**src/hw/rtl/spi_rb_pkg.sv**
```systemverilog
// spi_rb_pkg: shared types and constants of the spi master register block
// used by spi_rb_core, spi_master_register_block_unit and spi_rb_checker
`default_nettype none

package spi_rb_pkg;

  localparam int unsigned ADDR_W = 12;
  localparam int unsigned DATA_W = 32;
  localparam int unsigned BYTE_W = 8;

  localparam logic CMD_READ  = 1'b0;
  localparam logic CMD_WRITE = 1'b1;

  localparam logic [ADDR_W-1:0] OFF_CR1 = 12'h000;
  localparam logic [ADDR_W-1:0] OFF_CR2 = 12'h004;
  localparam logic [ADDR_W-1:0] OFF_SR  = 12'h008;
  localparam logic [ADDR_W-1:0] OFF_DR  = 12'h00C;
  localparam logic [ADDR_W-1:0] OFF_CSC = 12'h010;

  localparam int unsigned CR1_ENABLE_BIT = 6;
  localparam int unsigned CR2_RXNEIE_BIT = 6;
  localparam int unsigned CR2_ERRIE_BIT  = 5;
  localparam int unsigned CR2_TXEIE_BIT  = 7;

  localparam logic [BYTE_W-1:0] SR_RXNE  = 8'h01;
  localparam logic [BYTE_W-1:0] SR_TXE   = 8'h02;
  localparam logic [BYTE_W-1:0] SR_UDR   = 8'h04;
  localparam logic [BYTE_W-1:0] SR_OVR   = 8'h08;
  localparam logic [BYTE_W-1:0] SR_BSY   = 8'h80;
  localparam logic [BYTE_W-1:0] SR_RESET = SR_TXE;

  localparam logic [DATA_W-1:0] CS0_BITS = 32'h0000_0011;
  localparam logic [DATA_W-1:0] CS1_BITS = 32'h0000_0022;

  typedef struct packed {
    logic              command;
    logic [ADDR_W-1:0] reg_address;
    logic [DATA_W-1:0] write_data;
    logic [BYTE_W-1:0] miso_byte;
  } req_t;

  typedef struct packed {
    logic [DATA_W-1:0] read_data;
    logic              mosi_valid;
    logic [BYTE_W-1:0] mosi_byte;
    logic              irq_level;
    logic              cs0_n;
    logic              cs1_n;
    logic              bad_offset;
  } rsp_t;

endpackage

`default_nettype wire

```
**src/hw/rtl/spi_rb_core.sv**
```systemverilog
// spi_rb_core: register file and access decode of the spi master register block
// depends on spi_rb_pkg
`default_nettype none

module spi_rb_core (
  input  wire logic             clk,
  input  wire logic             rst,
  input  wire logic             exec,
  input  wire spi_rb_pkg::req_t req,
  output spi_rb_pkg::rsp_t      rsp
);

  logic [spi_rb_pkg::DATA_W-1:0] control_one;
  logic [spi_rb_pkg::DATA_W-1:0] control_two;
  logic [spi_rb_pkg::BYTE_W-1:0] status_flags;
  logic [spi_rb_pkg::BYTE_W-1:0] rx_byte;
  logic [spi_rb_pkg::DATA_W-1:0] chip_select_control;

  logic [spi_rb_pkg::DATA_W-1:0] control_one_next;
  logic [spi_rb_pkg::DATA_W-1:0] control_two_next;
  logic [spi_rb_pkg::BYTE_W-1:0] status_flags_next;
  logic [spi_rb_pkg::BYTE_W-1:0] rx_byte_next;
  logic [spi_rb_pkg::DATA_W-1:0] chip_select_control_next;
  logic                          irq_rxne;
  logic                          irq_txe;
  logic                          irq_err;

  always_comb begin
    control_one_next         = control_one;
    control_two_next         = control_two;
    status_flags_next        = status_flags;
    rx_byte_next             = rx_byte;
    chip_select_control_next = chip_select_control;
    rsp                      = '0;

    if (req.command == spi_rb_pkg::CMD_WRITE) begin
      case (req.reg_address)
        spi_rb_pkg::OFF_CR1: control_one_next = req.write_data;
        spi_rb_pkg::OFF_CR2: control_two_next = req.write_data;
        spi_rb_pkg::OFF_SR: begin
          status_flags_next = status_flags & ~(req.write_data[spi_rb_pkg::BYTE_W-1:0]
                              & (spi_rb_pkg::SR_UDR | spi_rb_pkg::SR_OVR));
        end
        spi_rb_pkg::OFF_DR: begin
          if (control_one[spi_rb_pkg::CR1_ENABLE_BIT]) begin
            // unread byte still waiting means overrun
            if ((status_flags & spi_rb_pkg::SR_RXNE) != '0) begin
              status_flags_next = status_flags | spi_rb_pkg::SR_OVR;
            end
            status_flags_next = (status_flags_next | spi_rb_pkg::SR_TXE | spi_rb_pkg::SR_RXNE)
                                & ~spi_rb_pkg::SR_BSY;
            rx_byte_next   = req.miso_byte;
            rsp.mosi_valid = 1'b1;
            rsp.mosi_byte  = req.write_data[spi_rb_pkg::BYTE_W-1:0];
          end
        end
        spi_rb_pkg::OFF_CSC: chip_select_control_next = req.write_data;
        default: rsp.bad_offset = 1'b1;
      endcase
    end else begin
      case (req.reg_address)
        spi_rb_pkg::OFF_CR1: rsp.read_data = control_one;
        spi_rb_pkg::OFF_CR2: rsp.read_data = control_two;
        spi_rb_pkg::OFF_SR: begin
          rsp.read_data = {{(spi_rb_pkg::DATA_W-spi_rb_pkg::BYTE_W){1'b0}}, status_flags};
        end
        spi_rb_pkg::OFF_DR: begin
          rsp.read_data = {{(spi_rb_pkg::DATA_W-spi_rb_pkg::BYTE_W){1'b0}}, rx_byte};
          status_flags_next = status_flags & ~spi_rb_pkg::SR_RXNE;
        end
        spi_rb_pkg::OFF_CSC: rsp.read_data = chip_select_control;
        default: rsp.bad_offset = 1'b1;
      endcase
    end

    // outputs reflect state after the access
    irq_rxne = control_two_next[spi_rb_pkg::CR2_RXNEIE_BIT]
               && ((status_flags_next & spi_rb_pkg::SR_RXNE) != '0);
    irq_txe  = control_two_next[spi_rb_pkg::CR2_TXEIE_BIT]
               && ((status_flags_next & spi_rb_pkg::SR_TXE) != '0);
    irq_err  = control_two_next[spi_rb_pkg::CR2_ERRIE_BIT]
               && ((status_flags_next & (spi_rb_pkg::SR_UDR | spi_rb_pkg::SR_OVR)) != '0);
    rsp.irq_level = irq_rxne || irq_txe || irq_err;
    rsp.cs0_n = !((chip_select_control_next & spi_rb_pkg::CS0_BITS) == spi_rb_pkg::CS0_BITS);
    rsp.cs1_n = !((chip_select_control_next & spi_rb_pkg::CS1_BITS) == spi_rb_pkg::CS1_BITS);
  end

  always_ff @(posedge clk) begin
    if (rst) begin
      control_one         <= '0;
      control_two         <= '0;
      status_flags        <= spi_rb_pkg::SR_RESET;
      rx_byte             <= '0;
      chip_select_control <= '0;
    end else if (exec) begin
      control_one         <= control_one_next;
      control_two         <= control_two_next;
      status_flags        <= status_flags_next;
      rx_byte             <= rx_byte_next;
      chip_select_control <= chip_select_control_next;
    end
  end

endmodule

`default_nettype wire

```
**src/hw/rtl/spi_master_register_block_unit.sv**
```systemverilog
// spi_master_register_block_unit: top level, input register, register file, result register
// depends on spi_rb_pkg and spi_rb_core
//
// Register block of a byte-wide spi master, one 32-bit bus access per transfer on req,
// one result per access on rsp. A transfer taken into the input register executes against
// the register file once the result register is free; the register file state and the result
// register are written at the same edge, and one access can be accepted every cycle as long
// as rsp is taken. The single execute stage between the input and result registers sets that
// rate; with rsp stalled, req holds off once both registers are full.
`default_nettype none

module spi_master_register_block_unit (
  input  wire logic             clk,
  input  wire logic             rst,
  input  wire logic             req_valid,
  output logic                  req_ready,
  input  wire spi_rb_pkg::req_t req,
  output logic                  rsp_valid,
  input  wire logic             rsp_ready,
  output spi_rb_pkg::rsp_t      rsp
);

  logic             req_full;
  spi_rb_pkg::req_t req_q;
  spi_rb_pkg::rsp_t rsp_comb;
  logic             exec;

  assign exec      = req_full && (!rsp_valid || rsp_ready);
  assign req_ready = !req_full || exec;

  spi_rb_core u_core (
    .clk  (clk),
    .rst  (rst),
    .exec (exec),
    .req  (req_q),
    .rsp  (rsp_comb)
  );

  always_ff @(posedge clk) begin
    if (rst) begin
      req_full <= 1'b0;
    end else if (req_ready) begin
      req_full <= req_valid;
    end
  end

  always_ff @(posedge clk) begin
    if (req_valid && req_ready) begin
      req_q <= req;
    end
  end

  always_ff @(posedge clk) begin
    if (rst) begin
      rsp_valid <= 1'b0;
    end else if (!rsp_valid || rsp_ready) begin
      rsp_valid <= exec;
    end
  end

  always_ff @(posedge clk) begin
    if (exec) begin
      rsp <= rsp_comb;
    end
  end

endmodule

`default_nettype wire

```
**config.mk**
```make
export PLATFORM = sky130hd
export DESIGN_NAME = spi_master_register_block_unit
export DESIGN_NICKNAME = d
export VERILOG_FILES = /design/src/hw/rtl/spi_rb_pkg.sv /design/src/hw/rtl/spi_rb_core.sv /design/src/hw/rtl/spi_master_register_block_unit.sv
export SDC_FILE = /design/constraint.sdc
export NUM_CORES = 1
export LEC_CHECK = 0
export BUFFER_PORTS_ARGS = -buffer_cell sky130_fd_sc_hd__clkbuf_2
export CORE_MARGIN = 2
export CORE_UTILIZATION = 25
export CTS_CLUSTER_DIAMETER = 40
export DETAILED_ROUTE_END_ITERATION = 12
export GPL_ROUTABILITY_DRIVEN = 0
export GPL_TIMING_DRIVEN = 1
export PLACE_DENSITY_LB_ADDON = 0.08
export SKIP_CTS_REPAIR_TIMING = 1
export SLEW_MARGIN = 20
export SYNTH_ARGS = -nofsm -noshare
export SYNTH_HDL_FRONTEND = slang
export SYNTH_SLANG_ARGS = --single-unit
```
**constraint.sdc**
```tcl
create_clock -name clk -period 2.7 [get_ports clk]
set_input_delay 0.405 -clock clk [delete_from_list [all_inputs] [get_ports clk]]
set_output_delay 0.405 -clock clk [all_outputs]
set_load 0.02 [all_outputs]
```
== Word-level counts from Yosys, hierarchy flattened ==
Cells that the tools add are included.

* Add/sub/neg operators: 0
* $mul: 0
* Divide/modulo/power cells: 0
* Order comparisons: 0
* Eq/ne operators: 7
* Shift operators: 0
* Muxes and demuxes: 12
* Bitwise logic cells: 3
* Reductions and logical operators: 25

{| class="wikitable"
|+ Operator list
! cell !! number
|-
| 32-bit one-hot mux with 5 select lines || 1
|-
| 8-bit two-way mux || 4
|-
| 12-bit by 4-bit == test with 1-bit output (second input constant) || 2
|-
| 8-bit one-hot mux with 2 select lines || 1
|-
| 12-bit by 3-bit == test with 1-bit output (second input constant) || 1
|-
| 12-bit by 5-bit == test with 1-bit output (second input constant) || 1
|-
| 12-bit logical NOT || 1
|-
| 6-bit two-way mux || 2
|-
| 3-bit AND reduction || 4
|-
| 4-bit AND reduction || 3
|-
| 9-bit two-way mux || 1
|-
| 8-bit bitwise AND || 1
|-
| 4-bit NOT with 8-bit output || 1
|-
| 8-bit nonzero test || 1
|-
| 1-bit logical AND || 5
|-
| 5-bit OR reduction || 1
|-
| 2-bit == test (second input constant) || 2
|-
| 1-bit logical NOT || 4
|-
| 1-bit logical OR || 4
|-
| 4-bit two-way mux || 1
|-
| 1-bit two-way mux || 2
|-
| 2-bit by 1-bit != test with 1-bit output (second input constant) || 1
|-
| 2-bit AND reduction || 1
|-
| 2-bit nonzero test || 1
|-
| 1-bit NOT || 1
|}

* Bits in registers: 212
* Bits in latches: 0
* Bits in writable memories: 0
* Bits in read-only memories: 0
* Input bits: 57
* Output and inout port bits: 47
* Logic and storage cells: 69
* Memories kept: 0

== Logic depth before layout (Yosys ltp) ==
* Word-level depth: 7
* Gate-level depth with buffers: 9
* Gate-level depth less buffers: 5

== Hierarchy ==
Synthesis repeated with hierarchy kept, for this count alone.

* Cell total of the unflattened synthesis: 730
* Area, all modules: 7790.0 um2

{| class="wikitable"
|+ By module, submodules not included
! module !! instances !! cells an instance !! area an instance (um2) !! sequential area each (um2)
|-
| spi_rb_core || 1 || 622 || 4743.3 || 2162.1
|-
| spi_master_register_block_unit || 1 || 108 || 3046.7 || 2982.9
|}

== Least setup slack after synthesis ==
No wires, ideal clock.

* Path type: reg2reg
* Start point: register rsp_valid
* End point: register req_q[0] in the netlist's numbering (enable)
* Library setup time: 0.416 ns
* Data arrival time: 2.032 ns
* Data required time: 2.284 ns
* Path slack: 0.252 ns
* Stages on the path, launching flop included: 4
* Buffers on the path: 0
* Period minus slack after synthesis: 2.448 ns
* Path through: dfxtp_1 -> nor2b_1 -> nand2_1 -> and2_1

* Word-level cells in the longest chain between the ends: 5

{| class="wikitable"
|+ RTL lines
! element !! line !! text
|-
| start: declaration || spi_master_register_block_unit.sv:18 || <nowiki>output logic rsp_valid,</nowiki>
|-
| start signal: assignment || spi_master_register_block_unit.sv:55 || <nowiki>rsp_valid <= 1'b0;</nowiki>
|-
| start signal: assignment || spi_master_register_block_unit.sv:57 || <nowiki>rsp_valid <= exec;</nowiki>
|-
| 1-bit logical NOT || spi_master_register_block_unit.sv:28 || <nowiki>assign exec = req_full && (!rsp_valid || rsp_ready);</nowiki>
|-
| 1-bit logical OR || spi_master_register_block_unit.sv:28 ||
|-
| 1-bit logical AND || spi_master_register_block_unit.sv:28 ||
|-
| 1-bit logical OR || spi_master_register_block_unit.sv:29 || <nowiki>assign req_ready = !req_full || exec;</nowiki>
|-
| net req_ready || spi_master_register_block_unit.sv:16 || <nowiki>output logic req_ready,</nowiki>
|-
| 1-bit logical AND || spi_master_register_block_unit.sv:48 || <nowiki>if (req_valid && req_ready) begin</nowiki>
|-
| end signal: assignment || spi_master_register_block_unit.sv:49 || <nowiki>req_q <= req;</nowiki>
|-
| end: declaration || spi_master_register_block_unit.sv:24 || <nowiki>spi_rb_pkg::req_t req_q;</nowiki>
|}

The timed path passes the listed nets, and every way through them passes these cells.
A chain may end at the register's enable or synchronous reset.

== Worst setup path after layout ==
* Start point: register req_q[42] in the netlist's numbering
* End point: register u_core.chip_select_control[23] in the netlist's numbering

* Word-level cells in the longest chain between the ends: 2

{| class="wikitable"
|+ RTL lines
! element !! line !! text
|-
| 12-bit by 5-bit == test with 1-bit output || spi_rb_core.sv:37 || <nowiki>case (req.reg_address)</nowiki>
|-
| 3-bit AND reduction (no source line) || -- ||
|-
| end signal: assignment || spi_rb_core.sv:100 || <nowiki>chip_select_control <= chip_select_control_next;</nowiki>
|-
| end: declaration || spi_rb_core.sv:17 || <nowiki>logic [spi_rb_pkg::DATA_W-1:0] chip_select_control;</nowiki>
|}

Every way passes these cells.

==> impl_metrics.env <==
export IMPL_syn_nets=739
export IMPL_yosysMostFrequentCell="dfxtp_1"
export IMPL_antenna_left=0
export IMPL_tns_ns=0
export IMPL_fin_skew_ns=0.00980
export IMPL_grt_pass1_vias=5995
export IMPL_root_buffer="clkbuf_16"
export IMPL_crit_required_ns=3.05
export IMPL_max_clock_path_buffers=3
export IMPL_antenna_found_initial=0
export IMPL_synth_seq_cells=208
export IMPL_io_buffer_count=103
export IMPL_hold_viol_final=0
export IMPL_fin_total_pwr_mw=8.85
export IMPL_endpoint_kind="register"
export IMPL_cts_buffers=41
export IMPL_slew_headroom_pct=43.7
export IMPL_synth_area_leader_cell="edfxtp_1"
export IMPL_maxCapViolations=0
export IMPL_p_seq_share_pct=38.8
export IMPL_syn_to_final_growth_pct=30.3
export IMPL_period_minus_slack_ns=2.40
export IMPL_finish_instance_area_um2=10400
export IMPL_vias=5693
export IMPL_dp_hpwl_mm=13.8
export IMPL_grt_use_total_pct=13.5
export IMPL_wire_per_inst_um=18.1
export IMPL_critical_path_class="reg -> reg"
export IMPL_drt_initial_drc_count=463
export IMPL_dr_pass1_iters=6
export IMPL_p_comb_share_pct=2.2
export IMPL_synth_common_cells="110 x dfxtp_1, 100 x nand2_1, 98 x edfxtp_1"
export IMPL_h_tree_depth=2
export IMPL_die_y_um=183
export IMPL_num_nets_final=856
export IMPL_viasPerCell=4.61
export IMPL_setup_ws_ns=0.301
export IMPL_drt_total_wl_mm=22.4
export IMPL_cp_max_fo=32
export IMPL_rsz0062_at_grt="false"
export IMPL_syn_cell_area_um2=7980
export IMPL_setup_viol_count_final=0
export IMPL_p_int_mw=6.99
export IMPL_p_leak_nw=3.63
export IMPL_fin_crit_sh_pct=88.9
export IMPL_syn_area_per_cell_um2=11.7
export IMPL_die_w_um=183
export IMPL_clock_latency_ns=0.51
export IMPL_ys_warn_count=0
export IMPL_rrSetupSlack_ns=0.30
export IMPL_peakVddDrop_mv=0.454
export IMPL_ys_types=44
export IMPL_num_io_pins=104
export IMPL_fmax_ghz=0.417
export IMPL_synthCells=682
export IMPL_clk_pin_slew_ns=0.05
export IMPL_die_area_um2=33400
export IMPL_dp_slack_ns=0.261
export IMPL_synth_top_area_share_pct=36.9
export IMPL_finalMaxSlewViolations=0
export IMPL_synth_edff_count=98
export IMPL_synth_ff_type="dfxtp_1"
export IMPL_cts_tree="done"
export IMPL_start_kind="register"
export IMPL_place_area_um2=8940
export IMPL_drc=0
export IMPL_layout_drive_gt1_share_pct=24.6
export IMPL_clock_sinks=208
export IMPL_grt_pass1_wl_mm=34.4
export IMPL_status="finished clean"
export IMPL_postSynth_asyncResetShare_pct=0
export IMPL_p_sw_mw=1.86
export IMPL_rows=65
export IMPL_diodes=0
export IMPL_cellPowerDensity_nw_per_um2=851
export IMPL_initial_core_util_pct=25.3
export IMPL_cp_arrival_ns=2.75
export IMPL_grt_max_degree=58
export IMPL_core_region_area_um2=31500
export IMPL_synth_seq_area_share_pct=64.5
export IMPL_worst_pin_slew_ns=0.844
export IMPL_grt_overflow_total=0
export IMPL_synthTopCellsByArea="edfxtp_1 37%, dfxtp_1 28%, mux2i_1 8.5%"
export IMPL_hold_class="in -> reg"
export IMPL_swShare_pct=21.0
export IMPL_fin_hold_ws_ns=0.0687
export IMPL_clkPwrFrac_pct=59.0
## state kept, by name, indices dropped and copies added (netlist names)
name / cells
req_q: 53
rsp: 45
u_core.chip_select_control: 32
u_core.control_one: 32
u_core.control_two: 32
u_core.rx_byte: 8
u_core.status_flags: 4
req_full: 1
rsp_valid: 1
## metal layers
| metal | vias up | global-route usage (%) | part of all wire, % |
|---|---|---|---|
| li1 | 2688 | - | - |
| met5 | - | 0 | 0 |
| met2 | 177 | 21.4 | 46 |
| met4 | 0 | 5.39 | 2.6 |
| met1 | 2784 | 17.8 | 46 |
| met3 | 44 | 3.11 | 5.8 |
## cell usage in the layout, fill, tap and decap left out, types with 4 or more instances in the layout
master      count
dfxtp_1       110
clkbuf_2      102
nand2_1       100
edfxtp_1       98
nor2_1         88
mux2i_1        68
a21oi_1        60
clkbuf_16      47
a22oi_1        21
a222oi_1       13
buf_4          12
nand3_1         9
clkinv_2        9
and2_1          8
nor3_1          7
buf_12          6
a31oi_1         5
nor2b_1         5
clkinvlp_4      5
nand4_1         4
bufinv_16       4
clkbuf_1        4
## through the flow
step / util [%] / instances
floorplan: - / 682
global route: 33.0 / 1234
global placement: 28.4 / 1158
detailed placement: 28.4 / 1158
CTS: 33.0 / 1234
finish: 33.0 / 1234
## worst max-delay path: stages, from the launching register on
cell,delay [ns]
edfxtp_1,0.56
nor4b_1,0.34
nand4_1,0.33
or2_2,0.74
nand2_1,0.18
a21oi_1,0.08
## power groups by stage
stage / Sequential, mW / Combinational (mW) / Clock (mW)
after detailed placement: 3.49 / 0.200 / 0
final: 3.43 / 0.194 / 5.22
after global routing: 3.44 / 0.213 / 5.50
after CTS: 3.43 / 0.200 / 5.35
after global placement: 3.49 / 0.195 / 0
after floorplan: 3.49 / 0.0778 / 0
## worst paths after layout
| kind | from | end | depth (start not counted) |
|---|---|---|---|
| hold / removal | req[16] | req_q[16] | 1 |
| setup reg to reg | req_q[42] | u_core.chip_select_control[23] | 5 |
| setup / recovery | req_q[42] | u_core.chip_select_control[23] | 5 |
| hold reg to reg | u_core.chip_select_control[13] | u_core.chip_select_control[13] | 2 |
## logic make-up after synthesis
kind of cell	after synthesis	share of synthesized area, %
compound gates	110	8.89
mux	68	8.53
buf+inv	48	3.69
flops	208	64.5
simple gates	248	14.4
## area by class of cell
| class | count | area, um2 |
|---|---|---|
| clock buffers | 52 | 1200 |
| clock inverters | 24 | 250 |
| fillers | 3157 | 21100 |
| inverters | 2 | 7.51 |
| multi-input cells | 426 | 2560 |
| flip-flops and latches | 208 | 5140 |
| well taps | 402 | 503 |
| repair buffers | 120 | 721 |
(Power assumes the default switching activity.)
